==> src/rtl/rrpe_pkg.sv <==
// Package: widths, modes and register indexes of the ratio recolor block.
`default_nettype none
package rrpe_pkg;
    localparam int CompW  = 8;
    localparam int ParamW = 9;
    localparam int ModeW  = 4;
    localparam int IdxW   = 2;
    localparam int ValW   = 10;   // component + param, signed
    localparam int NumW   = 20;   // numerator / denominator, signed
    localparam int QuoW   = 21;
    localparam int DivStages = 21;

    localparam logic [IdxW-1:0] RegRed   = 2'd0;
    localparam logic [IdxW-1:0] RegGreen = 2'd1;
    localparam logic [IdxW-1:0] RegBlue  = 2'd2;
    localparam logic [IdxW-1:0] RegMode  = 2'd3;

    localparam logic [ModeW-1:0] ModeLast = 4'd12;

    typedef struct packed {
        logic [CompW-1:0] red_in;
        logic [CompW-1:0] green_in;
        logic [CompW-1:0] blue_in;
    } pixel_in_t;

    typedef struct packed {
        logic [CompW-1:0] red_out;
        logic [CompW-1:0] green_out;
        logic [CompW-1:0] blue_out;
        logic             div_zero;
    } pixel_out_t;
endpackage
`default_nettype wire

==> src/rtl/rrpe_channel.sv <==
// One color channel: operand build, pipelined restoring divide, post math, clamp.
`default_nettype none
module rrpe_channel (
    input  wire logic                                clk,
    input  wire logic                                advance,
    input  wire logic [rrpe_pkg::ModeW-1:0]          mode,
    input  wire logic signed [rrpe_pkg::ValW-1:0]    s,
    input  wire logic signed [rrpe_pkg::ValW-1:0]    o1,
    input  wire logic signed [rrpe_pkg::ValW-1:0]    o2,
    input  wire logic signed [rrpe_pkg::ParamW-1:0]  p,
    input  wire logic signed [rrpe_pkg::ParamW-1:0]  q1,
    input  wire logic signed [rrpe_pkg::ParamW-1:0]  q2,
    output logic [rrpe_pkg::CompW-1:0]               res,
    output logic                                     dz
);
    localparam int NW = rrpe_pkg::NumW;
    localparam int QW = rrpe_pkg::QuoW;
    localparam int NS = rrpe_pkg::DivStages;

    typedef struct packed {
        logic signed [NW-1:0] post;
        logic signed [rrpe_pkg::ParamW-1:0] mul;
        logic signed [rrpe_pkg::ParamW-1:0] pre;
        logic neg;
        logic dz;
    } side_t;

    // Stage 1: products
    logic signed [NW-1:0] sp_reg, o1q_reg, o2q_reg, sum_reg, s_reg, o1_reg, o2_reg;
    logic [rrpe_pkg::ModeW-1:0] m1_reg;
    logic signed [rrpe_pkg::ParamW-1:0] p1_reg;
    always_ff @(posedge clk)
    begin
        if (advance)
        begin
            sp_reg  <= NW'(s) * NW'(p);
            o1q_reg <= NW'(o1) * NW'(q1);
            o2q_reg <= NW'(o2) * NW'(q2);
            sum_reg <= NW'(o1) + NW'(o2);
            s_reg   <= NW'(s);
            o1_reg  <= NW'(o1);
            o2_reg  <= NW'(o2);
            m1_reg  <= mode;
            p1_reg  <= p;
        end
    end

    // Stage 2: select operands, take magnitudes
    logic signed [NW-1:0] num_c, den_c, post_c;
    logic signed [rrpe_pkg::ParamW-1:0] mul_c, pre_c;
    always_comb
    begin
        num_c = s_reg; den_c = sum_reg; post_c = '0;
        mul_c = rrpe_pkg::ParamW'(1); pre_c = '0;
        unique case (m1_reg)
            4'd1:  begin num_c = s_reg;   den_c = sum_reg; end
            4'd2:  begin num_c = sum_reg; den_c = s_reg; end
            4'd3:  begin num_c = s_reg;   den_c = sum_reg; post_c = NW'(p1_reg); end
            4'd4:  begin num_c = o1q_reg + o2q_reg; den_c = s_reg; end
            4'd5:  begin num_c = o1q_reg + o2q_reg; den_c = sp_reg; end
            4'd6:  begin num_c = sp_reg; den_c = o1q_reg; post_c = o2q_reg; end
            4'd7:  begin num_c = s_reg;   den_c = sum_reg; mul_c = p1_reg; end
            4'd8:  begin num_c = sum_reg; den_c = s_reg; mul_c = p1_reg; end
            4'd9:  begin num_c = sum_reg; den_c = s_reg; mul_c = p1_reg; pre_c = p1_reg; end
            4'd10: begin num_c = o1q_reg + o2q_reg; den_c = s_reg; mul_c = p1_reg; end
            4'd11: begin num_c = o1q_reg + o2q_reg; den_c = sp_reg; mul_c = p1_reg; end
            default: begin num_c = sp_reg; den_c = o1q_reg; post_c = o2q_reg;
                           mul_c = p1_reg; end
        endcase
    end

    logic [QW-1:0] rem_reg [NS+1];
    logic [QW-1:0] quo_reg [NS+1];
    logic [QW-1:0] dv_reg  [NS+1];
    side_t         sd_reg  [NS+1];
    always_ff @(posedge clk)
    begin
        if (advance)
        begin
            rem_reg[0] <= '0;
            quo_reg[0] <= num_c[NW-1] ? QW'(-num_c) : QW'(num_c);
            dv_reg[0]  <= den_c[NW-1] ? QW'(-den_c) : QW'(den_c);
            sd_reg[0]  <= '{post: post_c, mul: mul_c, pre: pre_c,
                            neg: num_c[NW-1] ^ den_c[NW-1], dz: (den_c == '0)};
        end
    end

    // Stages 3..: one quotient bit per stage
    for (genvar i = 0; i < NS; i++) begin : g_div
        logic [QW:0] tr;
        logic [QW:0] df;
        assign tr = {rem_reg[i], quo_reg[i][QW-1]};
        assign df = tr - {1'b0, dv_reg[i]};
        always_ff @(posedge clk)
        begin
            if (advance)
            begin
                rem_reg[i+1] <= df[QW] ? tr[QW-1:0] : df[QW-1:0];
                quo_reg[i+1] <= {quo_reg[i][QW-2:0], ~df[QW]};
                dv_reg[i+1]  <= dv_reg[i];
                sd_reg[i+1]  <= sd_reg[i];
            end
        end
    end

    // Add stage
    logic signed [NW+1:0] sum2_reg;
    side_t sf_reg;
    logic signed [NW+1:0] q_s;
    assign q_s = sd_reg[NS].neg ? -(NW+2)'(quo_reg[NS]) : (NW+2)'(quo_reg[NS]);
    always_ff @(posedge clk)
    begin
        if (advance)
        begin
            sum2_reg <= q_s + (NW+2)'(sd_reg[NS].post) + (NW+2)'(sd_reg[NS].pre);
            sf_reg   <= sd_reg[NS];
        end
    end

    // Multiply stage
    logic signed [NW+11:0] prod_reg;
    logic dzf_reg;
    always_ff @(posedge clk)
    begin
        if (advance)
        begin
            prod_reg <= (NW+12)'(sum2_reg) * (NW+12)'(sf_reg.mul);
            dzf_reg  <= sf_reg.dz;
        end
    end

    always_comb
    begin
        dz = dzf_reg;
        if (dzf_reg || prod_reg < 0) res = '0;
        else if (prod_reg > (NW+12)'(255)) res = 8'hFF;
        else res = prod_reg[rrpe_pkg::CompW-1:0];
    end
endmodule
`default_nettype wire

==> config.mk <==
export PLATFORM = sky130hd
export DESIGN_NAME = rrpe_channel
export DESIGN_NICKNAME = d
export VERILOG_FILES = /design/src/rtl/rrpe_pkg.sv /design/src/rtl/rrpe_channel.sv
export SDC_FILE = /design/constraint.sdc
export NUM_CORES = 2
export LEC_CHECK = 0
export BUFFER_PORTS_ARGS = -buffer_cell sky130_fd_sc_hd__buf_4
export CORE_ASPECT_RATIO = 0.75
export CORE_MARGIN = 1.5
export CORE_UTILIZATION = 40
export CTS_CLUSTER_SIZE = 28
export DETAILED_ROUTE_END_ITERATION = 16
export PLACE_DENSITY = 0.59
export SYNTH_ARGS = -nofsm -noshare
export SYNTH_HDL_FRONTEND = slang
export SYNTH_SLANG_ARGS = --single-unit
export TNS_END_PERCENT = 50
==> constraint.sdc <==
create_clock -name clk -period 11.03 [get_ports clk]
set_input_delay 0 -clock clk [delete_from_list [all_inputs] [get_ports clk]]
set_output_delay 0 -clock clk [all_outputs]
set_load 0.01 [all_outputs]
==> flow_summary.json <==
{
  "synth-edff-count": 2336,
  "drt_drc_violations_left": 0,
  "nets": 9866,
  "final.setup.tns_ns": 0,
  "clkPwrFrac_pct": 18.3,
  "dpl.cell_count": 12279,
  "clk_latency_ns": 0.88,
  "power.leakage_nw": 51.2,
  "cp.arrival_ns": 7.37,
  "rsz_0062_raised_after_global_routing": "false",
  "flow.area_growth_from_synthesis_pct": 11.7,
  "number_of_vias_after_detailed_routing": 62665,
  "dominant_combinational_cell_family_by_area_after_synthesis": "adder cells",
  "critical_path.startpoint_type": "register",
  "drt_wl_total_mm": 214,
  "postSynthRegisterBits": 2336,
  "synth-xor-area-share_pct": 3.70,
  "cts-root-buf": "clkbuf_16",
  "worst_setup_hold_path_clk_slew_ns": 0.08,
  "swShare_pct": 36.4,
  "detail_route.wl_per_cell_um": 16.7,
  "register_area_mm2": 0.0701,
  "dpl.hpwl_mm": 152,
  "num_rows": 171,
  "part_of_the_total_power_dissipated_in_sequential_elements_pct": 33.0,
  "floorplan.die.height_um": 470,
  "number_of_antenna_violations_at_the_first_check_in_global_routing": 3,
  "max-vdd-ir-drop_mv": 0.407,
  "hold_violations": 0,
  "core-area_mm2": 0.290,
  "route.antenna.remaining_nets": 0,
  "per_cell_via_count_in_the_routed_design": 4.90,
  "synth.area.top_cells": "edfxtp_1, fa_1, ha_1, inv_1, xnor2_1",
  "total_power_mw": 41.4,
  "multiInputGateArea_mm2": 0.0420,
  "critical_path_class": "register to register",
  "synthSimpleGateAreaFrac_pct": 7.23,
  "count_of_final_max_slew_check_failures": 0,
  "fin_worst_hold_slack_ns": 0.0889,
  "maximum_number_of_pins_on_one_net_before_global_route_repair": 216,
  "maxClockFrequency_mhz": 147,
  "status": "finished, final reports clean",
  "maxCapViolations": 0,
  "synth.lib_cells_used.distinct": 102,
  "place_ws_ns": 4.21,
  "gpl.final_weighted_congestion": 0.841,
  "synth_top_cell_area_share_pct": 60.2,
  "buffers_added_on_ports": 71,
  "placedInstanceArea_mm2": 0.122,
  "start_util_pct": 40.2,
  "path_max_fanout": 19,
  "internal-power_mw": 26.3,
  "remaining_global_route_overflow": 0,
  "timing.hold.worst.start": "o1[9]",
  "hold_class": "input port to register",
  "endpoint_kind": "register",
  "drt-initial-drc-count": 4132,
  "pin_count": 72,
  "num-fill-cells": 25738,
  "switchingPower_mw": 15.1,
  "die_w_um": 626,
  "cts.path.max_buffers": 4,
  "worstMarginPinSlew_ns": 1.15,
  "ctsResizeCount": 0,
  "worst_flop_to_flop_path_startpoint": "sf_reg[19]",
  "overall_global_routing_resource_usage_pct": 14.4,
  "shortest_clock_period_the_worst_path_allows_after_layout_ns": 6.79,
  "skew_ns": 0.0665,
  "synth_fa_ha_area_share_pct": 14.5,
  "detailedRoute.firstPassIterationCount": 5,
  "timing.final.setup_violations": 0,
  "muxShareOfSynthArea_pct": 3.52,
  "die_area_mm2": 0.295,
  "post_route_cells_drive_above_1_share_pct": 8.73,
  "ys.flop_type": "edfxtp_1",
  "fin_util_pct": 44.9,
  "pwr_density_cell_mw_per_mm2": 318,
  "power.combinational.fraction_pct": 48.7,
  "seq_total_area_yosys_pct": 60.2,
  "post-route-worst-setup-slack_ns": 4.24,
  "instance_count_of_the_mapped_netlist": 8390,
  "finalInstanceArea_mm2": 0.130,
  "cts_inserted_buffers": 231,
  "critPathLaunch": "sf_reg[19]",
  "wire_length_of_the_first_global_routing_pass_mm": 347,
  "timing.critical_path.required_ns": 11.61,
  "tritoncts_clock_tree": "done",
  "synth_compound_gate_area_share_pct": 6.94,
  "cts-htree-levels": 4,
  "asyncSetResetFlopFracSynth_pct": 0,
  "mappedNetlistArea_mm2": 0.117,
  "finish.cell_count_without_fillers": 12788,
  "largest_register_ffs": 858,
  "timing.max_slew.rel_slack_pct": 23.0,
  "fin_crit_sh_pct": 61.5,
  "grt_pass1_vias": 64376,
  "cts_sinks": 2336,
  "synth-warning-count": 0,
  "syn_area_per_cell_um2": 13.9,
  "synth_top_area_cell": "edfxtp_1"
}
worst max-delay path: stages (launching register included):
cell and delay, ns:
edfxtp_1 0.49, clkinv_1 0.72, nor2_1 0.34, fa_1 0.47
fa_1 0.48, fa_1 0.54, fa_1 0.46, ha_1 0.30
ha_1 0.35, a21o_1 0.19, a21o_1 0.17, a21oi_1 0.15
o21ai_0 0.10, a21oi_1 0.28, nor3_1 0.12, o41ai_1 0.60
o21ai_0 0.24, o41ai_1 0.34, xnor2_1 0.13
timing repair:
item | in CTS | in global routing
hold endpoints to repair | 177 | 0
buffers inserted | 0 | 0
hold buffers | 91 | 0
layer usage:
metal	vias up	share of wire (%)	track usage (%)
li1	30591	-	-
met1	30800	49	20.7
met2	949	46	23.2
met3	323	3.3	1.90
met4	2	2.3	3.71
met5	-	0.0056	0
layout make-up:
type                    count  share of cell area (%)
flip-flops and latches   2336                    53.9
multi-input cells        4893                    32.3
clock buffers             284                    4.63
well taps                3892                    3.74
inverters                1037                    2.99
repair buffers            212                    1.50
clock inverters           131                   0.919
diodes                      3                 0.00577
path summary, 6_finish.rpt:
kind         cells after the start  slack (ns)              to
max                             18        4.24    prod_reg[29]
min                              4        0.09     sum_reg[18]
max reg2reg                     18        4.24    prod_reg[29]
min reg2reg                      0        0.37  quo_reg[1][60]
layout by cell type, fill, tap and decap left out, types with 40 or more instances in the layout:
cell / instances
a31oi_1: 40
and2_1: 266
clkbuf_1: 51
mux2_1: 50
inv_1: 1035
fa_1: 435
o21bai_1: 46
clkbuf_16: 233
o21ai_0: 221
nor2b_1: 110
mux2_2: 254
clkinv_1: 53
xor2_1: 124
a21o_1: 119
mux2i_1: 45
edfxtp_1: 2336
o21a_1: 95
ha_1: 657
xnor2_1: 351
nor2_1: 413
nand2b_1: 99
buf_4: 111
a21oi_1: 371
nand3_1: 63
nor3_1: 107
dlygate4sd3_1: 91
nand2_1: 412
power by group through the flow:
| stage | logic [mW] | clock network [mW] | registers (mW) |
|---|---|---|---|
| floorplan | 15.7 | 0 | 13.3 |
| global placement | 19.8 | 0 | 13.8 |
| detailed placement | 20.1 | 0 | 13.9 |
| CTS | 20.3 | 7.82 | 13.7 |
| global route | 22.9 | 8.16 | 13.8 |
| finish | 20.2 | 7.55 | 13.7 |
synth_stat cells (29+ instances only):
| cell type | count |
|---|---|
| fa_1 | 435 |
| mux2i_1 | 45 |
| clkbuf_1 | 76 |
| xor2_1 | 127 |
| nand2_1 | 412 |
| o21a_1 | 95 |
| a31oi_1 | 40 |
| nor2_1 | 413 |
| a21boi_0 | 35 |
| a211oi_1 | 29 |
| a21oi_1 | 371 |
| nor2b_1 | 110 |
| ha_1 | 657 |
| mux2_1 | 50 |
| o21bai_1 | 46 |
| edfxtp_1 | 2336 |
| and3_1 | 33 |
| mux2_2 | 254 |
| a21o_1 | 119 |
| nand2b_1 | 99 |
| xnor2_1 | 362 |
| and2_1 | 266 |
| o31ai_1 | 39 |
| nor3_1 | 107 |
| buf_2 | 44 |
| inv_1 | 1035 |
| or3_1 | 38 |
| o21ai_0 | 221 |
| nand3_1 | 63 |
cells by family after synthesis:
logic type               count (synthesis)
multiplexers                           364
adder cells (fa/ha/maj)               1092
AO/OA/AOI/OAI                         1248
AND/OR/NAND/NOR                       1686
other                                    1
buffers and inverters                 1172
XOR/XNOR                               491
flip-flops                            2336
Note: power is estimated with default switching activity, not from simulation.
